`src/rtl/deq_pkg.sv`:
```
// Shared types, constants and index helpers for the double-ended queue.
// Used by the controller, the datapath and the top level; depends on nothing.
package deq_pkg;

  // Ring size and the widths that follow from it.
  localparam int DEPTH = 16;
  localparam int IDX_W = (DEPTH > 1) ? $clog2(DEPTH) : 1;
  localparam int CNT_W = $clog2(DEPTH + 1);

  // Fixed field widths of the request and result.
  localparam int VALUE_W  = 32;
  localparam int ICOUNT_W = 5;

  // Request commands.
  typedef enum logic [1:0] {
    CMD_INS_FRONT = 2'd0,
    CMD_INS_REAR  = 2'd1,
    CMD_DEL_FRONT = 2'd2,
    CMD_DEL_REAR  = 2'd3
  } cmd_t;

  // Result status codes.
  typedef enum logic [1:0] {
    ST_OK    = 2'd0,
    ST_EMPTY = 2'd1,
    ST_FULL  = 2'd2
  } status_t;

  // Commands from the controller to the datapath.
  typedef struct packed {
    logic accept;   // a request is taken this cycle
    logic read_en;  // read the front and rear slots
    logic load;     // load the result registers
  } ctrl_t;

  // Advance a ring index by one slot, wrapping at the end.
  function automatic logic [IDX_W-1:0] idx_next(input logic [IDX_W-1:0] i);
    logic [IDX_W:0] sum;
    sum = {1'b0, i} + (IDX_W + 1)'(1);
    return (sum >= (IDX_W + 1)'(DEPTH)) ? '0 : sum[IDX_W-1:0];
  endfunction

  // Step a ring index back by one slot, wrapping at the start.
  function automatic logic [IDX_W-1:0] idx_prev(input logic [IDX_W-1:0] i);
    return (i == '0) ? IDX_W'(DEPTH - 1) : i - IDX_W'(1);
  endfunction

endpackage

```
`src/rtl/double_ended_queue_core.sv`:
```
// Double-ended queue core on a ring of DEPTH slots with head and tail pointers.
// An accepted request is taken, its front and rear slots get a registered read, and
// the result is loaded once the output register is free. A new request is taken
// only after the result of the last one has been loaded.
// Reset (rst, synchronous) empties the queue; slot contents are not cleared.
module double_ended_queue_core
  import deq_pkg::*;
(
  input  logic                      clk,
  input  logic                      rst,
  input  logic                      in_valid,
  output logic                      in_ready,
  input  logic [1:0]                cmd,
  input  logic signed [VALUE_W-1:0] item_value,
  output logic                      out_valid,
  input  logic                      out_ready,
  output logic [1:0]                status,
  output logic signed [VALUE_W-1:0] front_item,
  output logic signed [VALUE_W-1:0] rear_item,
  output logic [ICOUNT_W-1:0]       item_count,
  output logic                      is_empty
);

  ctrl_t ctrl;

  // Controller: request handshake and sequencing.
  deq_ctrl u_ctrl (
    .clk       (clk),
    .rst       (rst),
    .in_valid  (in_valid),
    .in_ready  (in_ready),
    .out_ready (out_ready),
    .out_valid (out_valid),
    .ctrl      (ctrl)
  );

  // Datapath: ring pointers, slot store and result registers.
  deq_datapath u_dp (
    .clk        (clk),
    .rst        (rst),
    .ctrl       (ctrl),
    .cmd        (cmd),
    .item_value (item_value),
    .status     (status),
    .front_item (front_item),
    .rear_item  (rear_item),
    .item_count (item_count),
    .is_empty   (is_empty)
  );

`ifndef SYNTHESIS
  // A new result never overwrites one that is still waiting.
  a_no_overwrite: assert property (@(posedge clk) disable iff (rst)
    ctrl.load |-> (!out_valid || out_ready))
    else $error("result loaded over a pending result");

  // One request at a time: the input closes right after a request is taken.
  a_one_at_a_time: assert property (@(posedge clk) disable iff (rst)
    (in_valid && in_ready) |=> !in_ready)
    else $error("request taken while another is in flight");

  // An empty queue reports zero front and rear items.
  a_empty_zero: assert property (@(posedge clk) disable iff (rst)
    (out_valid && is_empty) |-> (front_item == '0 && rear_item == '0))
    else $error("empty queue reports nonzero items");

  // A rejected insert only happens on a full ring.
  a_full_count: assert property (@(posedge clk) disable iff (rst)
    (out_valid && status == ST_FULL) |-> (item_count == ICOUNT_W'(DEPTH)))
    else $error("full status with a ring that is not full");
`endif

endmodule

```
`src/rtl/deq_ram.sv`:
```
// Generic RAM with one write port and two registered read ports.
// Stands alone; holds the slots of the ring.
module deq_ram #(
  parameter int WIDTH = 32,
  parameter int DEPTH = 16
) (
  input  logic                                       clk,
  input  logic                                       we,
  input  logic [((DEPTH > 1) ? $clog2(DEPTH) : 1)-1:0] waddr,
  input  logic [WIDTH-1:0]                           wdata,
  input  logic                                       re,
  input  logic [((DEPTH > 1) ? $clog2(DEPTH) : 1)-1:0] raddr_a,
  input  logic [((DEPTH > 1) ? $clog2(DEPTH) : 1)-1:0] raddr_b,
  output logic [WIDTH-1:0]                           rdata_a,
  output logic [WIDTH-1:0]                           rdata_b
);

  logic [WIDTH-1:0] mem [DEPTH];

  // Write port.
  always_ff @(posedge clk) begin
    if (we) begin
      mem[waddr] <= wdata;
    end
  end

  // Registered read ports; data holds while no read is issued.
  always_ff @(posedge clk) begin
    if (re) begin
      rdata_a <= mem[raddr_a];
      rdata_b <= mem[raddr_b];
    end
  end

endmodule

```
`src/rtl/deq_ctrl.sv`:
```
// Controller state machine of the double-ended queue.
// Depends on deq_pkg for the command struct.
module deq_ctrl
  import deq_pkg::*;
(
  input  logic  clk,
  input  logic  rst,
  input  logic  in_valid,
  output logic  in_ready,
  input  logic  out_ready,
  output logic  out_valid,
  output ctrl_t ctrl
);

  typedef enum logic [2:0] {
    S_IDLE = 3'b001,
    S_READ = 3'b010,
    S_LOAD = 3'b100
  } state_t;

  state_t state, state_next;
  logic   out_valid_next;
  logic   out_free;

  assign in_ready = (state == S_IDLE);
  assign out_free = !out_valid || out_ready;

  // Sequence: take the request, read the slots, then load the result
  // once the output register is free.
  always_comb begin
    state_next   = state;
    ctrl.accept  = 1'b0;
    ctrl.read_en = 1'b0;
    ctrl.load    = 1'b0;
    unique case (state)
      S_IDLE: begin
        if (in_valid) begin
          ctrl.accept = 1'b1;
          state_next  = S_READ;
        end
      end
      S_READ: begin
        ctrl.read_en = 1'b1;
        state_next   = S_LOAD;
      end
      S_LOAD: begin
        if (out_free) begin
          ctrl.load  = 1'b1;
          state_next = S_IDLE;
        end
      end
      default: state_next = S_IDLE;
    endcase
  end

  // The result stays valid until it is taken.
  always_comb begin
    if (ctrl.load) begin
      out_valid_next = 1'b1;
    end else if (out_ready) begin
      out_valid_next = 1'b0;
    end else begin
      out_valid_next = out_valid;
    end
  end

  always_ff @(posedge clk) begin
    if (rst) begin
      state     <= S_IDLE;
      out_valid <= 1'b0;
    end else begin
      state     <= state_next;
      out_valid <= out_valid_next;
    end
  end

endmodule

```
`src/rtl/deq_datapath.sv`:
```
// Datapath of the double-ended queue: pointers, count, slot RAM, result registers.
// Depends on deq_pkg and deq_ram.
module deq_datapath
  import deq_pkg::*;
(
  input  logic                       clk,
  input  logic                       rst,
  input  ctrl_t                      ctrl,
  input  logic [1:0]                 cmd,
  input  logic signed [VALUE_W-1:0]  item_value,
  output logic [1:0]                 status,
  output logic signed [VALUE_W-1:0]  front_item,
  output logic signed [VALUE_W-1:0]  rear_item,
  output logic [ICOUNT_W-1:0]        item_count,
  output logic                       is_empty
);

  logic [IDX_W-1:0]   head, head_next;
  logic [IDX_W-1:0]   tail, tail_next;
  logic [CNT_W-1:0]   cnt, cnt_next;
  status_t            st_q, st_next;
  logic               ins_ok;
  logic [IDX_W-1:0]   waddr;
  logic               full, empty;
  logic [VALUE_W-1:0] rdata_a, rdata_b;
  logic [CNT_W+ICOUNT_W-1:0] cnt_wide;

  assign full  = (cnt == CNT_W'(DEPTH));
  assign empty = (cnt == '0);

  // Work out the new pointers, count and status of the incoming request.
  always_comb begin
    head_next = head;
    tail_next = tail;
    cnt_next  = cnt;
    st_next   = ST_OK;
    ins_ok    = 1'b0;
    waddr     = tail;
    unique case (cmd_t'(cmd))
      CMD_INS_FRONT: begin
        if (full) begin
          st_next = ST_FULL;
        end else begin
          head_next = idx_prev(head);
          waddr     = idx_prev(head);
          ins_ok    = 1'b1;
          cnt_next  = cnt + CNT_W'(1);
        end
      end
      CMD_INS_REAR: begin
        if (full) begin
          st_next = ST_FULL;
        end else begin
          tail_next = idx_next(tail);
          waddr     = tail;
          ins_ok    = 1'b1;
          cnt_next  = cnt + CNT_W'(1);
        end
      end
      CMD_DEL_FRONT: begin
        if (empty) begin
          st_next = ST_EMPTY;
        end else begin
          head_next = idx_next(head);
          cnt_next  = cnt - CNT_W'(1);
        end
      end
      CMD_DEL_REAR: begin
        if (empty) begin
          st_next = ST_EMPTY;
        end else begin
          tail_next = idx_prev(tail);
          cnt_next  = cnt - CNT_W'(1);
        end
      end
      default: st_next = ST_OK;
    endcase
  end

  // Ring state, updated when a request is taken.
  always_ff @(posedge clk) begin
    if (rst) begin
      head <= '0;
      tail <= '0;
      cnt  <= '0;
    end else if (ctrl.accept) begin
      head <= head_next;
      tail <= tail_next;
      cnt  <= cnt_next;
    end
  end

  always_ff @(posedge clk) begin
    if (ctrl.accept) begin
      st_q <= st_next;
    end
  end

  // Slot store; the front and rear slots are read after the pointers move.
  deq_ram #(
    .WIDTH (VALUE_W),
    .DEPTH (DEPTH)
  ) u_ram (
    .clk     (clk),
    .we      (ctrl.accept && ins_ok),
    .waddr   (waddr),
    .wdata   ($unsigned(item_value)),
    .re      (ctrl.read_en),
    .raddr_a (head),
    .raddr_b (idx_prev(tail)),
    .rdata_a (rdata_a),
    .rdata_b (rdata_b)
  );

  assign cnt_wide = {{ICOUNT_W{1'b0}}, cnt};

  // Result registers; an empty queue reports zero items.
  always_ff @(posedge clk) begin
    if (ctrl.load) begin
      status     <= st_q;
      front_item <= empty ? '0 : $signed(rdata_a);
      rear_item  <= empty ? '0 : $signed(rdata_b);
      item_count <= cnt_wide[ICOUNT_W-1:0];
      is_empty   <= empty;
    end
  end

endmodule

```
`config.mk`:
```
export PLATFORM = sky130hd
export DESIGN_NAME = double_ended_queue_core
export DESIGN_NICKNAME = d
export VERILOG_FILES = /design/src/rtl/deq_pkg.sv /design/src/rtl/double_ended_queue_core.sv /design/src/rtl/deq_ram.sv /design/src/rtl/deq_ctrl.sv /design/src/rtl/deq_datapath.sv
export SDC_FILE = /design/constraint.sdc
export NUM_CORES = 1
export LEC_CHECK = 0
export ABC_CLOCK_PERIOD_IN_PS = 12100
export BUFFER_PORTS_ARGS = -buffer_cell sky130_fd_sc_hd__buf_2
export CELL_PAD_IN_SITES_DETAIL_PLACEMENT = 1
export CELL_PAD_IN_SITES_GLOBAL_PLACEMENT = 2
export CORE_AREA = 5 5 243 245
export CTS_CLUSTER_DIAMETER = 200
export DETAILED_ROUTE_END_ITERATION = 8
export DIE_AREA = 0 0 248 250
export PLACE_DENSITY_LB_ADDON = 0.08
export SLEW_MARGIN = 20
export SYNTH_ARGS = -nofsm -noshare
export SYNTH_HDL_FRONTEND = slang
export SYNTH_SLANG_ARGS = --single-unit
```
`constraint.sdc`:
```
create_clock -name clk -period 12.1 [get_ports clk]
set_input_delay 0.605 -clock clk [delete_from_list [all_inputs] [get_ports clk]]
set_output_delay 0.605 -clock clk [all_outputs]
set_load 0.02 [all_outputs]
```
Word level (Yosys, flattened, before mapping)
Memories as Yosys holds them, arrays and structs flattened. A register that Yosys moved wholly into a read port is not among the register bits.
Cells that the tools add are included.
{ "word_totals": {"mem_count": 1, "wordCells": 83, "out_inout_bits": 74, "regBits": 91, "ramBits": 512, "in_bits": 38} }
{ "mem_list": {"columns": ["memory", "depth", "word_bits", "rd", "rd_clocked_by_memory_dff", "write_ports", "line", "source"], "rows": [
  ["u_dp.u_ram.mem", 16, 32, 2, 2, 1, "deq_ram.sv:18", "logic [WIDTH-1:0] mem [DEPTH];"]
]} }
{ "classes": {"magnitude_cmp": 2, "n_mux": 32, "eq_ne": 15, "reduce_logical": 16, "add_sub_neg": 6} }
{ "ops": {"columns": ["op", "count"], "rows": [
  ["4-bit 2-to-1 mux", 10],
  ["4-bit case mux with 2 select lines", 2],
  ["2-bit inequality test, second input constant", 7],
  ["1-bit 2-to-1 mux", 12],
  ["4-bit by 1-bit adder with 5-bit output, second input constant", 2],
  ["5-bit greater-or-equal comparator, second input constant", 2],
  ["5-bit 2-to-1 mux", 2],
  ["5-bit case mux with 2 select lines", 1],
  ["3-bit case mux with 3 select lines", 1],
  ["4-bit zero test", 2],
  ["4-bit AND reduction", 2],
  ["4-bit by 1-bit subtractor with 4-bit output, second input constant", 2],
  ["3-bit 2-to-1 mux", 2],
  ["2-bit nonzero test", 3],
  ["5-bit by 1-bit adder with 5-bit output, second input constant", 1],
  ["5-bit equality test, second input constant", 1],
  ["5-bit zero test", 1],
  ["5-bit by 1-bit subtractor with 5-bit output, second input constant", 1],
  ["2-bit equality test, second input constant", 2],
  ["2-bit case mux with 2 select lines", 1],
  ["2-bit OR reduction", 2],
  ["3-bit by 1-bit equality test with 1-bit output, second input constant", 1],
  ["3-bit by 2-bit equality test with 1-bit output, second input constant", 1],
  ["3-bit equality test, second input constant", 1],
  ["9 further kinds", 9]
]} }

Logic depth before layout (Yosys ltp)
Gate-level depths: netlist of run 1.
{ "logic_depth": {"ltp_word": 6, "depth_mapped": 12, "mapped_depth_nobuf": 7} }

By module
A second synthesis of run 1 with hierarchy kept.
{ "unflattened": {"cells_unflattened": 1446, "hier_area_um2": 28725.0} }
{ "modules_own_cells": {"columns": ["mod", "instances", "cells_each", "area_per_inst_um2", "seq_area_each_um2"], "rows": [
  ["deq_ram", 1, 1141, 24828.8, 17296.6],
  ["deq_datapath", 1, 282, 3698.5, 2482.4],
  ["deq_ctrl", 1, 23, 197.7, 80.1]
]} }

Worst setup path before layout of run 1
No wires, ideal clock.
{ "synth_timing": {"path_type": "register to register", "from": "register u_ctrl.state[1]", "to": "register u_dp.u_ram.rdata_a[0] (read register of u_dp.u_ram.mem), enable pin", "synth_period_minus_slack_ns": 5.701, "path_stages_with_launch": 2, "setup_time_ns": 0.578, "n_path_buf": 0, "required_ns": 11.522, "path_slack_ns": 6.399, "arrival_time_ns": 5.123, "cell_sequence": "dfxtp_1 -> nor3b_1"} }
{ "synth_via": {"elab_chain_cells": 2} }
{ "synth_rtl": {"columns": ["item", "line", "source"], "rows": [
  ["start, declared", "deq_ctrl.sv:21", "state_t state, state_next;"],
  ["start signal, assigned", "deq_ctrl.sv:72", "state <= state_next;"],
  ["3-bit by 2-bit equality test with 1-bit output", "deq_ctrl.sv:35", "unique case (state)"],
  ["1-bit 2-to-1 mux", "deq_ctrl.sv:35", null],
  ["end, declared", "deq_ram.sv:14", "output logic [WIDTH-1:0] rdata_a,"]
]} }
Every way passes these cells.
A chain may end at the register's enable or synchronous reset.

Worst setup path after layout of run 1
{ "layout_timing": {"from": "register u_dp.tail[1]", "to": "register u_dp.u_ram.rdata_b[12] (read register of u_dp.u_ram.mem) (data pin)"} }
{ "layout_via": {"elab_chain_cells": 2, "elab_cells_between_ends": 3, "classes_between": "add/sub: 1; mux: 1; reduce/logical: 1"} }
{ "layout_rtl": {"columns": ["item", "line", "source"], "rows": [
  ["start, declared", "deq_datapath.sv:19", "logic [IDX_W-1:0] tail, tail_next;"],
  ["start signal, assigned", "deq_datapath.sv:88", "tail <= tail_next;"],
  ["4-bit by 1-bit subtractor with 4-bit output / 4-bit zero test (equally long branches)", "deq_pkg.sv:45", "return (i == '0) ? IDX_W'(DEPTH - 1) : i - IDX_W'(1);"],
  ["4-bit 2-to-1 mux *", "deq_pkg.sv:45", null],
  ["end, declared", "deq_ram.sv:15", "output logic [WIDTH-1:0] rdata_b"]
]} }
Mark *: on every way between the ends. The rest lies on a longest branch, timed or not.

==> results.toml, run 1 <==
[synth]
synth-edff-count = 650
synth_area_um2 = 29000
synth_cells = 1549
ys_async_sr_fraction = 0
synth_ff_type = "edfxtp_1"
synth_nets = 1595
ys_ff_latch = 667
ys_types = 61
syn_avg_cell_area_um2 = 18.7
yosysSeqAreaShare = 0.685
ys.warnings.count = 0

[clock_tree]
cts_tree = "built"
clock-sinks = 667
htree_levels = 3
hold_buffers = 0
numCtsBuffers = 71
cts_setup_buffers = 0
clkLatencyLatePin_ns = 0.61
post_cts_resized = 0
cts_buffer_depth = 3
cts-root-buf = "clkbuf_16"
path_clk_slew_ns = 0.06

[die]
die_w_um = 248
ios = 112
fp-row-count = 88
start_util = 0.509
core_area_um2 = 56900
die-area_um2 = 62000
chipHeight_um = 250

[global_routing]
grt.overflow.total = 0
antenna_found_initial = 6
grt_max_degree = 73
grt.total_usage = 0.259
grt_pass1_vias = 17100
grt_first_pass_wirelength_um = 117000

[timing]
skew_ns = 0.0359
setup_viol = 0
max_freq_ghz = 0.234
relSlewSlack = 0.299
fin_tns_setup_ns = 0
finalCritPeriodShare = 0.352
fin_crit_ns = 4.27
hold_violations = 0
fin_ws_ns = 7.83
tightestPinTransition_ns = 1.05
slew_violations = 0
grt_setup_unrepaired = "false"

[setup_path]
rr_worst_depth = 8
critPathSlowestCell = "buf_4"
reg2reg_to = "u_dp.u_ram.rdata_b[12]"
critical_path_arrival_ns = 4.62
cp.buffers_inverters = 2
setup.worst_path.class = "register to register"
required_ns = 12.45
startpoint_type = "register"
crit_family = "simple AND/OR/NAND/NOR gates"
reg2reg_from = "u_dp.tail[1]"
crit_path_end_kind = "register"
worstPathCellList = "inv_1 -> ha_1 -> or3b_1 -> nand2_4 -> buf_4 -> mux4_2 -> a22o_1 -> a211o_1"
cp_max_fo = 35
r2r_setup_slack_ns = 7.83
slowest_delay_ns = 0.73

[hold_path]
hold_start = "out_ready"
whs_endpoint = "u_ctrl.out_valid"
hold_path.class = "input port to register"
whs_path_depth = 3

[route]
wl_per_cell_um = 32.3
vias = 16300
first_pass_iters = 5
vias_per_cell = 6.57
wirelength_um = 80100
drt-initial-drc-count = 1593
drc = 0
ant_nets = 0

[finish]
drive_gt1_frac = 0.298
synthToLayoutAreaGrowth_pct = 13.1
nets = 1708
stdcell_area_um2 = 32800

[placed_design]
dp_hpwl_um = 44100
dp_slack_ns = 7.82
portBuffers = 111
place_area_um2 = 30500
gp_congestion = 0.801

[status]
status = "finished, final reports clean"

[power]
power_leakage_nw = 10.4
powerDensity_nw_per_um2 = 166
peakVddDrop_mv = 0.147

[job]
maxCapViolCount = 0
[report_power, final]
group	total, mW	internal [mW]	switching (mW)	leakage (nW)
Combinational	0.650	0.250	0.400	3.26
Clock	2.18	1.29	0.890	1.12
Sequential	2.62	2.59	0.0295	6.01
[routing by layer]
layer  up-vias  share of wire  global-route usage
li1       6739              -                   -
met4         8          0.020              0.0617
met2       680           0.49               0.422
met1      8755           0.41               0.369
met3       115          0.074              0.0467
met5         -        0.00057                   0
[per-stage QoR]
stage | utilization | power [mW] | instances | hold WS (ns)
2_1_floorplan | - | 3.09 | 1549 | 0.400
3_3_place_gp | 0.535 | 3.31 | 2353 | 0.411
3_5_place_dp | 0.535 | 3.32 | 2353 | 0.411
4_1_cts | 0.576 | 5.49 | 2480 | 0.339
5_1_grt | 0.576 | 5.64 | 2481 | 0.363
6_report | 0.576 | 5.45 | 2482 | 0.375
[sequential cells by signal, summed over array words and instances, names as in the netlist]
name                count
u_dp.u_ram.rdata_b     32
u_dp.u_ram.rdata_a     32
u_dp.cnt                5
u_dp.head               4
u_ctrl.state            3
u_dp.u_ram.mem        512
u_ctrl.out_valid        1
u_dp.is_empty           1
u_dp.tail               4
u_dp.st_q               2
u_dp.rear_item         32
u_dp.item_count         5
u_dp.front_item        32
u_dp.status             2
[cell type report]
type                    instances  area, µm²
fillers                      4995      24100
flip-flops and latches        667      19900
multi-input cells             752       8720
clock buffers                  93       1950
well taps                     765        957
repair buffers                152        876
clock inverters                34        360
inverters                      18       68.8
diodes                          1       2.50
[worst max path at each step]
stage | start | to | depth (start not counted)
global placement | u_dp.tail[0] | u_dp.u_ram.rdata_b[15] | 8
global route | u_dp.tail[1] | u_dp.u_ram.rdata_b[15] | 8
floorplan | u_ctrl.state[1] | u_dp.u_ram.rdata_a[0] | 1
detailed placement | u_dp.tail[0] | u_dp.u_ram.rdata_b[15] | 8
finish | u_dp.tail[1] | u_dp.u_ram.rdata_b[12] | 8
CTS | u_dp.tail[0] | u_dp.u_ram.rdata_b[12] | 8
[tightest hold or removal path: stages]
cell and delay, ns:
buf_2 0.07, nand2b_1 0.16, a21oi_1 0.08
[kinds of logic (layout without fill, tap and decap cells)]
group / count (synthesis) / after routing / share of synthesized area
multiplexers: 237 / 237 / 0.176
adder cells (fa/ha/maj): 8 / 8 / 0.00371
AND/OR/NAND/NOR: 207 / 207 / 0.0371
flip-flops: 667 / 667 / 0.685
AO/OA/AOI/OAI: 293 / 293 / 0.0753
other: 0 / 1 / 0
XOR/XNOR: 7 / 7 / 0.00211
buffers and inverters: 130 / 297 / 0.0211
[cell usage after synthesis (all sizes together), types with 4 or more instances]
master | n | area, µm²
a21boi | 5 | 37.5
ha | 7 | 87.6
a211oi | 4 | 30.0
o211ai | 32 | 240
edfxtp | 650 | 19500
o31ai | 4 | 30.0
inv | 18 | 67.6
mux2i | 17 | 170
o2bb2ai | 8 | 70.1
nand2 | 33 | 131
buf | 51 | 314
nand3 | 11 | 55.1
clkbuf | 61 | 229
a22oi | 40 | 300
dfxtp | 17 | 340
nor2b | 69 | 432
o21ai | 36 | 180
mux4 | 218 | 4910
a21oi | 32 | 168
or3 | 7 | 43.8
xnor2 | 5 | 43.8
nand2b | 6 | 37.5
a22o | 91 | 797
nor3 | 9 | 50.1
a31oi | 7 | 43.8
o22ai | 5 | 31.3
a211o | 4 | 35.0
nor2 | 58 | 220
[placed cells by master (no fill, tap or decap), types with 30 or more instances in the layout]
master     netlist  final
clkbuf_16        0     74
a22oi_1         40     40
o211ai_1        32     32
nor2b_1         69     69
nand2_1         32     32
o21ai_0         36     36
mux4_2         218    218
nor2_1          57     40
edfxtp_1       650    650
buf_4            1     40
a22o_1          91     91
a21oi_1         30     30
buf_2           25    111
Note: power is estimated with default switching activity, not from simulation.
==> inputs of run 2 (changes only) <==
- ABC_AREA: unset -> 1
- ABC_CLOCK_PERIOD_IN_PS: 12100 -> 3600
- CORE_AREA: 5 5 243 245 -> 5 5 302 304
- DIE_AREA: 0 0 248 250 -> 0 0 307 309
- clock period: 12.1 -> 3.6 ns (I/O delays scaled with it)
==> run 2 against run 1 <==
Net effect:
- final area grew 13%
- routed wire length increased by 53%
- cell count up 86%
- synthesized cell count increased by 110%
- count of clock-buffer cells in the layout grew 9
- utilization shrank 16 points
- area after synthesis increased by 11%
- total power grew to 3.8 times the previous value
- die area grew 53%
- setup slack lost 7.3 ns
- critical path type unchanged
- largest cell class unchanged
- largest power group unchanged
==> results.toml, run 2 <==
[synth]
ys.warnings.count = 0
yosys-top-cells-count = "765 x nand3_1, 650 x edfxtp_1, 498 x nand2_1"
synth_area_um2 = 32300
synth-edff-count = 650
synth_nets = 3375
yosysSeqAreaShare = 0.615
ys_async_sr_fraction = 0
synth_area_leaders = "edfxtp_1 60%, nand3_1 12%, nand2_1 5.8%"
synth_ff_type = "edfxtp_1"
ys_ff_latch = 667
synth_top_area_cell = "edfxtp_1"
syn_avg_cell_area_um2 = 9.69
ys_types = 33
yosys.cell_count.top_type = "nand3_1"
synth_cells = 3329
synth_top_area_frac = 0.605

[finish]
largest_reg_flops = 512
fillers = 9755
final_common_cell = "nand3_1"
nets = 3436
final_util = 0.421
multi_input_area_um2 = 9820
final_cell_mix = "764 x nand3_1, 650 x edfxtp_1, 498 x nand2_1, 420 x inv_1, 270 x o21ai_0"
ff_latch_area_um2 = 19900
largest-register = "u_dp.u_ram.mem"
drive_gt1_frac = 0.101
antennaDiodeCount = 0
synthToLayoutAreaGrowth_pct = 14.8

[route]
vias = 25900
drc = 0
wirelength_um = 123000
first_pass_iters = 5
ant_nets = 0
wl_per_cell_um = 26.6
vias_per_cell = 5.60
drt-initial-drc-count = 2144

[status]
status = "finished, final reports clean"

[die]
die_w_um = 307
start_util = 0.367
die-area_um2 = 94900
ios = 112
chipHeight_um = 309
core_area_um2 = 88000
fp-row-count = 109

[timing]
grt_setup_unrepaired = "false"
max_freq_ghz = 0.331
tightestPinTransition_ns = 1.16
skew_ns = 0.0244
setup_viol = 0
fin_tns_setup_ns = 0
fin_crit_ns = 3.02
relSlewSlack = 0.229
finalCritPeriodShare = 0.839
hold_violations = 0
hold-worst-slack_ns = 0.0943
slew_violations = 0

[setup_path]
cp_max_fo = 66
required_ns = 3.96
critical_path_arrival_ns = 3.38
crit_path_end_kind = "register"
startpoint_type = "register"
setup.worst_path.class = "register to register"

[placed_design]
gp_congestion = 0.789
dp_hpwl_um = 67800
portBuffers = 111

[power]
power_mw = 20.7
peakVddDrop_mv = 0.339
power_leakage_nw = 14.5
powerDensity_nw_per_um2 = 559

[clock_tree]
cts-root-buf = "clkbuf_16"
clkLatencyLatePin_ns = 0.64
cts_buffer_depth = 3
cts_tree = "built"
path_clk_slew_ns = 0.05
htree_levels = 3
numCtsBuffers = 80
clock-sinks = 667

[global_routing]
antenna_found_initial = 7
grt.overflow.total = 0
grt_pass1_vias = 27000
grt_max_degree = 163
grt.total_usage = 0.253
grt_first_pass_wirelength_um = 179000

[job]
maxCapViolCount = 0

[hold_path]
hold_path.class = "input port to register"
run 2: cell count changes in the layout (fill, tap and decap cells not counted), sizes merged, moves of 40 or more:
cell	change
nand2	+467
a22o	-91
nor2	+46
mux4	-218
o21ai	+237
nor2b	-69
a21oi	+176
inv	+410
nand3b	+68
nand3	+754
a22oi	-40
run 2: worst max-delay path, stage by stage (launching register included):
cell     delay, ns
dfxtp_4       0.42
inv_4         0.08
buf_4         0.85
buf_4         0.80
a21oi_1       0.07
o21ai_0       0.16
nand3_1       0.11
nand3_1       0.12
nand2_1       0.10
run 2: metal layers:
layer | global-route usage | vias up | wire length [µm]
met5 | 0 | - | 13
met4 | 0.0790 | 2 | 3530
met3 | 0.0383 | 203 | 7160
met2 | 0.426 | 798 | 58000
met1 | 0.340 | 13200 | 54200
li1 | - | 11700 | -
run 2: report_power, final:
part | internal (mW) | leakage, nW | switching, mW
clock network | 4.53 | 1.23 | 3.33
registers | 8.78 | 6.01 | 0.0730
logic | 0.972 | 7.30 | 3.00
run 2: kinds of logic (layout without fill, tap and decap cells):
group | after synthesis | after routing | synth area share
AND/OR/NAND/NOR | 1448 | 1448 | 0.208
adder cells (fa/ha/maj) | 8 | 8 | 0.00333
flip-flops | 667 | 667 | 0.615
buffers and inverters | 675 | 802 | 0.0867
AO/OA/AOI/OAI | 524 | 524 | 0.0848
XOR/XNOR | 7 | 7 | 0.00190
run 2: metrics by stage:
stage / std cells / worst slack, ns / cell area (µm²)
2_1_floorplan: 3329 / 0.0185 / 32300
3_3_place_gp: 4436 / 0.643 / 34200
3_5_place_dp: 4436 / 0.585 / 34200
4_1_cts: 4621 / 0.577 / 37000
5_1_grt: 4621 / 0.385 / 37000
6_report: 4621 / 0.579 / 37000
run 2: final timing paths:
path	start	to	slack, ns	cells past startpoint
max	u_dp.head[1]	u_dp.u_ram.rdata_a[22]	0.58	8
min	cmd[1]	u_dp.cnt[4]	0.09	6
min reg2reg	u_dp.st_q[0]	u_dp.status[0]	0.42	0
max reg2reg	u_dp.head[1]	u_dp.u_ram.rdata_a[22]	0.58	8
run 2: final cells by class:
type | count | area share
Sequential cell | 667 | 0.536
Multi-Input combinational cell | 1987 | 0.265
Clock buffer | 102 | 0.0594
Timing Repair Buffer | 226 | 0.0476
Inverter | 428 | 0.0436
Tap cell | 1165 | 0.0393
Clock inverter | 46 | 0.00851
run 2: repair_timing:
item	in CTS	in global routing
buffers inserted	0	0
hold buffers	37	0
resized for setup	0	0
hold endpoints to repair	525	0
